--- config.mk ---
export PLATFORM = sky130hd
export DESIGN_NAME = rsfa_offset
export DESIGN_NICKNAME = d
export VERILOG_FILES = /design/src/rtl/rsfa_pkg.sv /design/src/rtl/rsfa_offset.sv
export SDC_FILE = /design/constraint.sdc
export NUM_CORES = 1
export LEC_CHECK = 0
export BUFFER_PORTS_ARGS = -buffer_cell sky130_fd_sc_hd__buf_4
export CORE_MARGIN = 1
export CORE_UTILIZATION = 45
export CTS_CLUSTER_DIAMETER = 100
export CTS_CLUSTER_SIZE = 14
export DETAILED_ROUTE_END_ITERATION = 8
export GPL_ROUTABILITY_DRIVEN = 0
export GPL_TIMING_DRIVEN = 0
export PLACE_DENSITY = 0.59
export SETUP_SLACK_MARGIN = 0.5
export SYNTH_ARGS = -nofsm -noshare
export SYNTH_HDL_FRONTEND = slang
export SYNTH_SLANG_ARGS = --single-unit
--- constraint.sdc ---
create_clock -name clk -period 9.24 [get_ports clk]
set_clock_uncertainty 0.15 [all_clocks]
set_input_delay 2.772 -clock clk [delete_from_list [all_inputs] [get_ports clk]]
set_output_delay 2.772 -clock clk [all_outputs]
set_load 0.01 [all_outputs]
--- src/rtl/rsfa_pkg.sv ---
// Shared types and constants of the record slot free-list allocator.
// No dependencies; compiled first.
package rsfa_pkg;

	localparam int SLOT_W = 11;  // slot fields on the channels
	localparam int OFS_W  = 26;  // byte offset field
	localparam int REC_W  = 16;  // record_bytes register
	localparam int HDR_W  = 8;   // header_bytes register
	localparam int CFG_W  = 16;  // config write data, widest register
	localparam int CFG_IW = 1;   // config register index

	typedef logic [1:0]        req_type_t;
	typedef logic [1:0]        status_t;
	typedef logic [SLOT_W-1:0] slot_t;
	typedef logic [OFS_W-1:0]  ofs_t;
	typedef logic [REC_W-1:0]  rec_t;
	typedef logic [HDR_W-1:0]  hdr_t;
	typedef logic [CFG_W-1:0]  cfg_data_t;
	typedef logic [CFG_IW-1:0] cfg_idx_t;

	// request codes
	localparam req_type_t REQ_ALLOC = 2'd0;
	localparam req_type_t REQ_FREE  = 2'd1;
	localparam req_type_t REQ_READ  = 2'd2;
	localparam req_type_t REQ_WRITE = 2'd3;

	// result status codes
	localparam status_t ST_OK    = 2'd0;
	localparam status_t ST_RANGE = 2'd1;
	localparam status_t ST_FULL  = 2'd2;

	// configuration register indexes
	localparam cfg_idx_t CFG_RECORD_BYTES = 1'd0;
	localparam cfg_idx_t CFG_HEADER_BYTES = 1'd1;

	// control bundle from the exec stage to the offset stage
	typedef struct packed {
		logic    load;  // offset register takes a new transaction
		logic    ok;    // status is ST_OK, offset is meaningful
	} ofs_ctl_t;

endpackage

--- src/rtl/rsfa_offset.sv ---
// Offset stage: header_bytes + index * record_bytes, masked to the offset width.
// Depends on rsfa_pkg.
module rsfa_offset #(
	parameter int IDX_W = 11
) (
	input  logic              clk,
	input  rsfa_pkg::ofs_ctl_t ctl,
	input  logic [IDX_W-1:0]  idx,
	input  rsfa_pkg::rec_t    record_bytes,
	input  rsfa_pkg::hdr_t    header_bytes,
	output rsfa_pkg::ofs_t    offset_q
);

	localparam int PROD_W = IDX_W + rsfa_pkg::REC_W;

	logic [PROD_W-1:0] prod;
	logic [PROD_W:0]   sum;

	always_comb begin
		prod = idx * record_bytes;
		sum  = {1'b0, prod} + (PROD_W + 1)'(header_bytes);
	end

	// errors report offset zero
	always_ff @(posedge clk) begin
		if (ctl.load) begin
			offset_q <= ctl.ok ? sum[rsfa_pkg::OFS_W-1:0] : '0;
		end
	end

endmodule

# [Word-level counts from Yosys, hierarchy flattened]
# Cells that the tools add are included.
[word_totals] out_inout_bits=26 regBits=26 input_bits=38
[op_classes] n_mul=1 add_sub_neg=1
[ops] op="$add A26 B8 Y26" count=1
[ops] op="$mul A11 B16 Y26" count=1

# [Logic depth before layout (Yosys ltp)]
# Gate-level depths: netlist (run 1).
[logic_depth] word_depth=2 depth_mapped=20 depth_no_buf=18

# [Least setup slack after synthesis (run 1)]
# No wires, ideal clock.
[synth_timing] path_kind="input to register" from="input port idx[5]" to="register offset_q[25] (data pin)" required_ns=8.828 setup_slack_ns=1.653 arrival_ns=7.175 n_path_buf=1 setup_ns=0.262 stages=17 cell_sequence="clkbuf_1 > nand2_1 > fa_1 > inv_1 > fa_1 > fa_1 > fa_1 > inv_1 > fa_1 > inv_1 > ha_1 > nand2_1 > nor4_1 > o21ai_0 > and3_1 > nor2_1 > mux2_1"
[synth_between] elab_chain_cells=2
[synth_rtl] item="start: declaration" line_no="rsfa_offset.sv:8" text="input logic [IDX_W-1:0] idx,"
[synth_rtl] item="$mul A11 B16 Y26" line_no="rsfa_offset.sv:20" text="prod = idx * record_bytes;"
[synth_rtl] item="$add A26 B8 Y26" line_no="rsfa_offset.sv:21" text="sum = {1'b0, prod} + (PROD_W + 1)'(header_bytes);"
[synth_rtl] item="end signal: assignment" line_no="rsfa_offset.sv:27" text="offset_q <= ctl.ok ? sum[rsfa_pkg::OFS_W-1:0] : '0;"
[synth_rtl] item="end: declaration" line_no="rsfa_offset.sv:11" text="output rsfa_pkg::ofs_t offset_q"
# Every way passes these cells.
# A chain may end at the register's enable or synchronous reset.

# [Worst setup path in the final report (run 1)]
# Ends and elaborated chain as after synthesis.

==> impl_metrics.env, run 1 <==
export IMPL_status="finished, final reports clean"
export IMPL_crit_path_end="offset_q[25]"
export IMPL_floorplan_initialDensity_pct=46.2
export IMPL_syn_to_final_growth_pct=11.6
export IMPL_yosysTopAreaCell="fa_1"
export IMPL_overflow=0
export IMPL_wl_per_cell_um=15.3
export IMPL_worst_pin_slew_ps=657
export IMPL_synth_most_common_cell="inv_1"
export IMPL_grt_max_degree=27
export IMPL_numCtsBuffers=3
export IMPL_die_w_um=127
export IMPL_post_cts_buffers=0
export IMPL_grt_pass1_vias=5863
export IMPL_synthFlopType="edfxtp_1"
export IMPL_synth_cell_type_count=42
export IMPL_slew_viol_final=0
export IMPL_cp_startpoint="idx[5]"
export IMPL_core_um2=15300
export IMPL_fin_crit_sh_pct=88.9
export IMPL_synth_edf_count=26
export IMPL_grt_pass1_wl_um=28000
export IMPL_ios=64
export IMPL_htree_levels=1
export IMPL_routed_via_density=5.07
export IMPL_die_y_um=127
export IMPL_path_class="primary input to flop"
export IMPL_antenna_found_initial=0
export IMPL_ctsResizeCount=0
export IMPL_fmax_mhz=122
export IMPL_synthTopCellsByCount="186 x inv_1, 132 x fa_1, 127 x nand2_1"
export IMPL_hold_path_class="primary input to flop"
export IMPL_drive_above_1_share_pct=8.73
export IMPL_largest_reg_flops=26
export IMPL_place_port_buffers=63
export IMPL_p_leak_nw=4.02
export IMPL_relSlewSlack_pct=56.2
export IMPL_finalHoldViolations=0
export IMPL_dp_hpwl_um=14000
export IMPL_power_density_nw_per_um2=341
export IMPL_dr_first_iter_drc_count=222
export IMPL_n_antenna_cell=0
export IMPL_num_fill_cells=1472
export IMPL_whs_ps=2760
export IMPL_cp_arrival_ps=8070
export IMPL_seq_area_frac_synth_pct=11.1
export IMPL_crit_path_start_kind="primary input"
export IMPL_drc_errors=0
export IMPL_cts_buffer_depth=2
export IMPL_synth_top_area_share_pct=37.5
export IMPL_netlist_instances=804
export IMPL_ys_top_cells_by_area="fa_1 37%, ha_1 12%, edfxtp_1 11%"
export IMPL_top_register="offset_q"
export IMPL_nets=1112
export IMPL_top_regs="offset_q (26)"
export IMPL_end_kind="flop"
export IMPL_row_count=45
export IMPL_dr_total_vias=5481
export IMPL_synth_seq_cells=26
export IMPL_syn_avg_cell_area_um2=8.77
export IMPL_die_area_um2=16200
export IMPL_vdd_drop_max_mv=0.257
export IMPL_min_delay_start="ctl[0]"
export IMPL_critical_path_max_fanout=10
export IMPL_cts_sinks=26
export IMPL_hold_buffers=0
export IMPL_cp_required_ps=9100
export IMPL_rsz0062_at_grt="no"
export IMPL_clk_root_buffer_cell="clkbuf_16"
export IMPL_ant_nets=0
export IMPL_async_flop_share_pct=0
export IMPL_track_usage_pct=22.5
export IMPL_wirelength_um=16500
export IMPL_dr_pass1_iters=4
export IMPL_fin_util_pct=51.6
export IMPL_maxCapViolations=0
export IMPL_synth_area_um2=7050
export IMPL_cts_tree="done"
export IMPL_fin_setup_tns_ps=0
export IMPL_yosysWarnings=0
export IMPL_setup_viol=0
export IMPL_min_period_ps=8220
export IMPL_syn_nets=1044
export IMPL_clk_pin_slew_ps=60
[cell usage in the layout, fill, tap and decap left out, types with 2 or more instances in the layout]
cell type / n
o21ai_1: 2
nor4_1: 2
and3_1: 3
o211ai_1: 2
clkbuf_16: 3
nand3_1: 5
ha_1: 70
mux2i_1: 7
edfxtp_1: 26
inv_1: 186
nor2b_1: 2
a21o_1: 11
o21ai_0: 9
nand4_1: 3
clkbuf_1: 33
o21bai_1: 3
xnor2_1: 7
fa_1: 132
buf_2: 4
a21oi_1: 23
nor3_1: 11
nand2b_1: 10
xor2_1: 7
o21a_1: 3
nor2_1: 18
nand2_1: 127
a31oi_1: 5
and2_1: 78
buf_4: 63
[cell type report]
cell class	instances	area [um^2]	share of cell area [%]
inverters	186	698	8.88
well taps	211	264	3.36
repair buffers	63	473	6.01
clock buffers	3	75.1	0.954
multi-input cells	554	5420	68.9
plain buffers	38	149	1.89
flip-flops and latches	26	781	9.93
clock inverters	1	3.75	0.0477
[logic make-up after synthesis]
logic type	Yosys count	share of synthesized area, %
simple gates	262	17.9
buf+inv	224	12.0
xor+xnor	14	1.74
fa+ha+maj	202	49.9
compound gates	68	6.25
mux	8	1.15
flops	26	11.1
[worst min-delay path by stage]
| stage | end | slack [ps] | cells past startpoint |
|---|---|---|---|
| floorplan | offset_q[0] | 2730 | 0 |
| global placement | offset_q[21] | 3030 | 1 |
| detailed placement | offset_q[20] | 3030 | 1 |
| CTS | offset_q[10] | 2760 | 3 |
| global route | offset_q[10] | 2770 | 3 |
| finish | offset_q[10] | 2760 | 3 |
[worst max-delay path: stages]
cell	delay, ps
buf_4	150
clkbuf_1	500
nand2_1	180
fa_1	560
inv_1	60
fa_1	550
fa_1	430
fa_1	500
inv_1	50
fa_1	470
inv_1	40
ha_1	350
nand2_1	230
nor4_1	290
o21ai_0	240
and3_1	250
nor2_1	120
mux2_1	330
[report_power, final]
group	internal, mW	switching (mW)
combinational	0.946	1.40
clock	0.0578	0.0363
sequential	0.231	0.0130
total	1.23	1.45
[layer usage]
layer	part of all wire [%]	up-vias	GRT usage, %
li1	-	2565	-
met1	42	2759	28.2
met2	51	131	40.9
met3	4.4	26	2.93
met4	2.7	0	5.67
met5	0	-	0
[through the flow]
stage / instance area, um^2 / power [mW] / cells / setup WS (ps)
after floorplan: 7050 / 1.99 / 804 / 1650
after global placement: 7790 / 2.57 / 1078 / 839
after detailed placement: 7790 / 2.60 / 1078 / 838
after CTS: 7870 / 2.71 / 1082 / 1110
after global routing: 7870 / 3.02 / 1082 / 708
final: 7870 / 2.68 / 1082 / 1020
(Power assumes the default switching activity.)
==> inputs of run 2 (changes only) <==
--- a/config.mk
+++ b/config.mk
@@ -7,13 +7,13 @@
 export LEC_CHECK = 0
 export BUFFER_PORTS_ARGS = -buffer_cell sky130_fd_sc_hd__buf_4
 export CORE_MARGIN = 1
-export CORE_UTILIZATION = 45
+export CORE_UTILIZATION = 25
 export CTS_CLUSTER_DIAMETER = 100
 export CTS_CLUSTER_SIZE = 14
 export DETAILED_ROUTE_END_ITERATION = 8
 export GPL_ROUTABILITY_DRIVEN = 0
 export GPL_TIMING_DRIVEN = 0
-export PLACE_DENSITY = 0.59
+export PLACE_DENSITY = 0.36
 export SETUP_SLACK_MARGIN = 0.5
 export SYNTH_ARGS = -nofsm -noshare
 export SYNTH_HDL_FRONTEND = slang
==> run 2 against run 1 <==
Fmax down 0.88%. First-iteration DRC count up 0.90%. Non-clock buffer count unchanged. Sequential power about the same. Final area up 2.7%. Via count down 3.4%. Clock power up 4.8%. Wire length up 20%. Flip-flop and latch count unchanged. Worst setup slack worse by 73 ps. Critical path depth unchanged. Total power up 1.6%. Highest routed layer unchanged.
==> impl_metrics.env, run 2 (same netlist as run 1, synthesis figures left out) <==
export IMPL_slowest_delay_ps=550
export IMPL_grt_pass1_vias=5948
export IMPL_status="finished, final reports clean"
export IMPL_cts_sinks=26
export IMPL_cp_slowest_cell="fa_1"
export IMPL_antenna_found_initial=0
export IMPL_overflow=0
export IMPL_syn_to_final_growth_pct=14.6
export IMPL_sw_frac_of_total_pct=54.7
export IMPL_die_w_um=170
export IMPL_cp_required_ps=9100
export IMPL_layout_common_cells="186 x inv_1, 132 x fa_1, 127 x nand2_1, 78 x and2_1, 70 x ha_1"
export IMPL_instances_no_fill=1249
export IMPL_cp_arrival_ps=8150
export IMPL_fin_crit_sh_pct=89.7
export IMPL_worst_pin_slew_ps=763
export IMPL_grt_pass1_wl_um=32700
export IMPL_power_frac_seq_pct=9.0
export IMPL_wl_met3_um=359
export IMPL_end_kind="flop"
export IMPL_die_y_um=170
export IMPL_numCtsBuffers=3
export IMPL_multi_input_area_um2=5420
export IMPL_dr_total_vias=5297
export IMPL_dp_cells=1245
export IMPL_crit_path_start_kind="primary input"
export IMPL_dr_first_iter_drc_count=224
export IMPL_slew_viol_final=0
export IMPL_row_count=61
export IMPL_cts_buffer_depth=2
export IMPL_largest_reg_flops=26
export IMPL_switching_power_mw=1.49
export IMPL_fin_setup_tns_ps=0
export IMPL_p_leak_nw=4.03
export IMPL_min_period_ps=8290
export IMPL_hold_path_class="primary input to flop"
export IMPL_dp_hpwl_um=16500
export IMPL_place_port_buffers=63
export IMPL_setup_viol=0
export IMPL_drc_errors=0
export IMPL_cp_common_cell="fa_1"
export IMPL_relSlewSlack_pct=49.1
export IMPL_hold_path_end="offset_q[10]"
export IMPL_floorplan_initialDensity_pct=25.4
export IMPL_total_power_mw=2.73
export IMPL_top_regs="offset_q (26)"
export IMPL_wirelength_um=19800
export IMPL_finalHoldViolations=0
export IMPL_wl_met2_um=10100
export IMPL_place_ws_ps=682
export IMPL_grt_max_degree=27
export IMPL_ant_nets=0
export IMPL_min_delay_start="ctl[0]"
export IMPL_crit_chain="buf_4 > clkbuf_1 > nand2_1 > fa_1 > fa_1 > inv_1 > fa_1 > fa_1 > inv_1 > fa_1 > inv_1 > ha_1 > nand2_1 > nor4_1 > o21ai_0 > and3_1 > nor2_1 > mux2_1"
export IMPL_num_fill_cells=3089
export IMPL_path_buf_inv=5
export IMPL_power_density_nw_per_um2=337
export IMPL_dr_pass1_iters=4
export IMPL_vdd_drop_max_mv=0.182
export IMPL_p_clk_share_pct=3.6
export IMPL_cp_top_family="adder cells"
export IMPL_nets=1112
export IMPL_die_area_um2=28900
export IMPL_ios=64
export IMPL_routed_via_density=4.24
export IMPL_p_int_mw=1.23
export IMPL_clk_root_buffer_cell="clkbuf_16"
export IMPL_rsz0062_at_grt="no"
export IMPL_track_usage_pct=14.9
export IMPL_htree_levels=1
export IMPL_seqCellArea_um2=781
export IMPL_met1_length_um=9180
export IMPL_worst_slack_ps=950
export IMPL_core_um2=27800
export IMPL_clk_pin_slew_ps=70
export IMPL_top_layer_used="met4"
export IMPL_critical_path_max_fanout=10
export IMPL_combPwrFrac_pct=87.4
export IMPL_final_common_cell="inv_1"
export IMPL_cts_tree="done"
export IMPL_wl_per_cell_um=15.9
export IMPL_drive_above_1_share_pct=9.07
export IMPL_worstHoldPathCells=3
export IMPL_maxCapViolations=0
export IMPL_top_register="offset_q"
export IMPL_fmax_mhz=121
export IMPL_n_antenna_cell=0
export IMPL_path_class="primary input to flop"
run 2: changes by cell type in the layout (fill, tap and decap cells not counted):
cell,change
clkbuf_2,+3
clkbuf_1,-3
run 2: layout make-up:
class | instances | share of cell area, %
Timing Repair Buffer | 63 | 5.85
Clock buffer | 3 | 0.929
Tap cell | 378 | 5.85
Multi-Input combinational cell | 554 | 67.1
Sequential cell | 26 | 9.66
Clock inverter | 1 | 0.0465
Inverter | 186 | 8.64
Buffer | 38 | 1.89
run 2: power by group through the flow:
stage | clock (mW) | sequential [mW] | combinational [mW]
4_1_cts | 0.102 | 0.247 | 2.45
2_1_floorplan | 0 | 0.274 | 1.72
5_1_grt | 0.108 | 0.252 | 2.76
3_3_place_gp | 0 | 0.250 | 2.45
3_5_place_dp | 0 | 0.249 | 2.43
6_report | 0.0986 | 0.246 | 2.38
run 2: stage by stage:
stage / hold WS, ps / instance area (um^2) / util, %
6_report: 2760 / 8080 / 29.1
3_5_place_dp: 3030 / 8000 / 28.8
4_1_cts: 2750 / 8080 / 29.1
2_1_floorplan: 2730 / 7050 / -
5_1_grt: 2770 / 8080 / 29.1
3_3_place_gp: 3030 / 8000 / 28.8
run 2: worst max path at each step:
stage	from	end	slack, ps	cells after the start
floorplan	idx[5]	offset_q[25]	1650	17
global route	idx[2]	offset_q[25]	520	18
global placement	idx[5]	offset_q[25]	640	18
detailed placement	idx[5]	offset_q[25]	680	18
finish	idx[4]	offset_q[25]	950	18
CTS	idx[5]	offset_q[25]	940	18
run 2: repair_timing:
action                                  4_1_cts  5_1_grt
endpoints found under the setup margin        0        1
gates resized for setup                       0        6
hold buffers                                  0        0
setup buffers                                 0        0
run 2: per-layer routing:
metal,vias up,GRT usage [%]
met1,2662,19.5
li1,2555,-
met2,66,27.2
met4,0,1.68
met5,-,0
met3,14,1.26
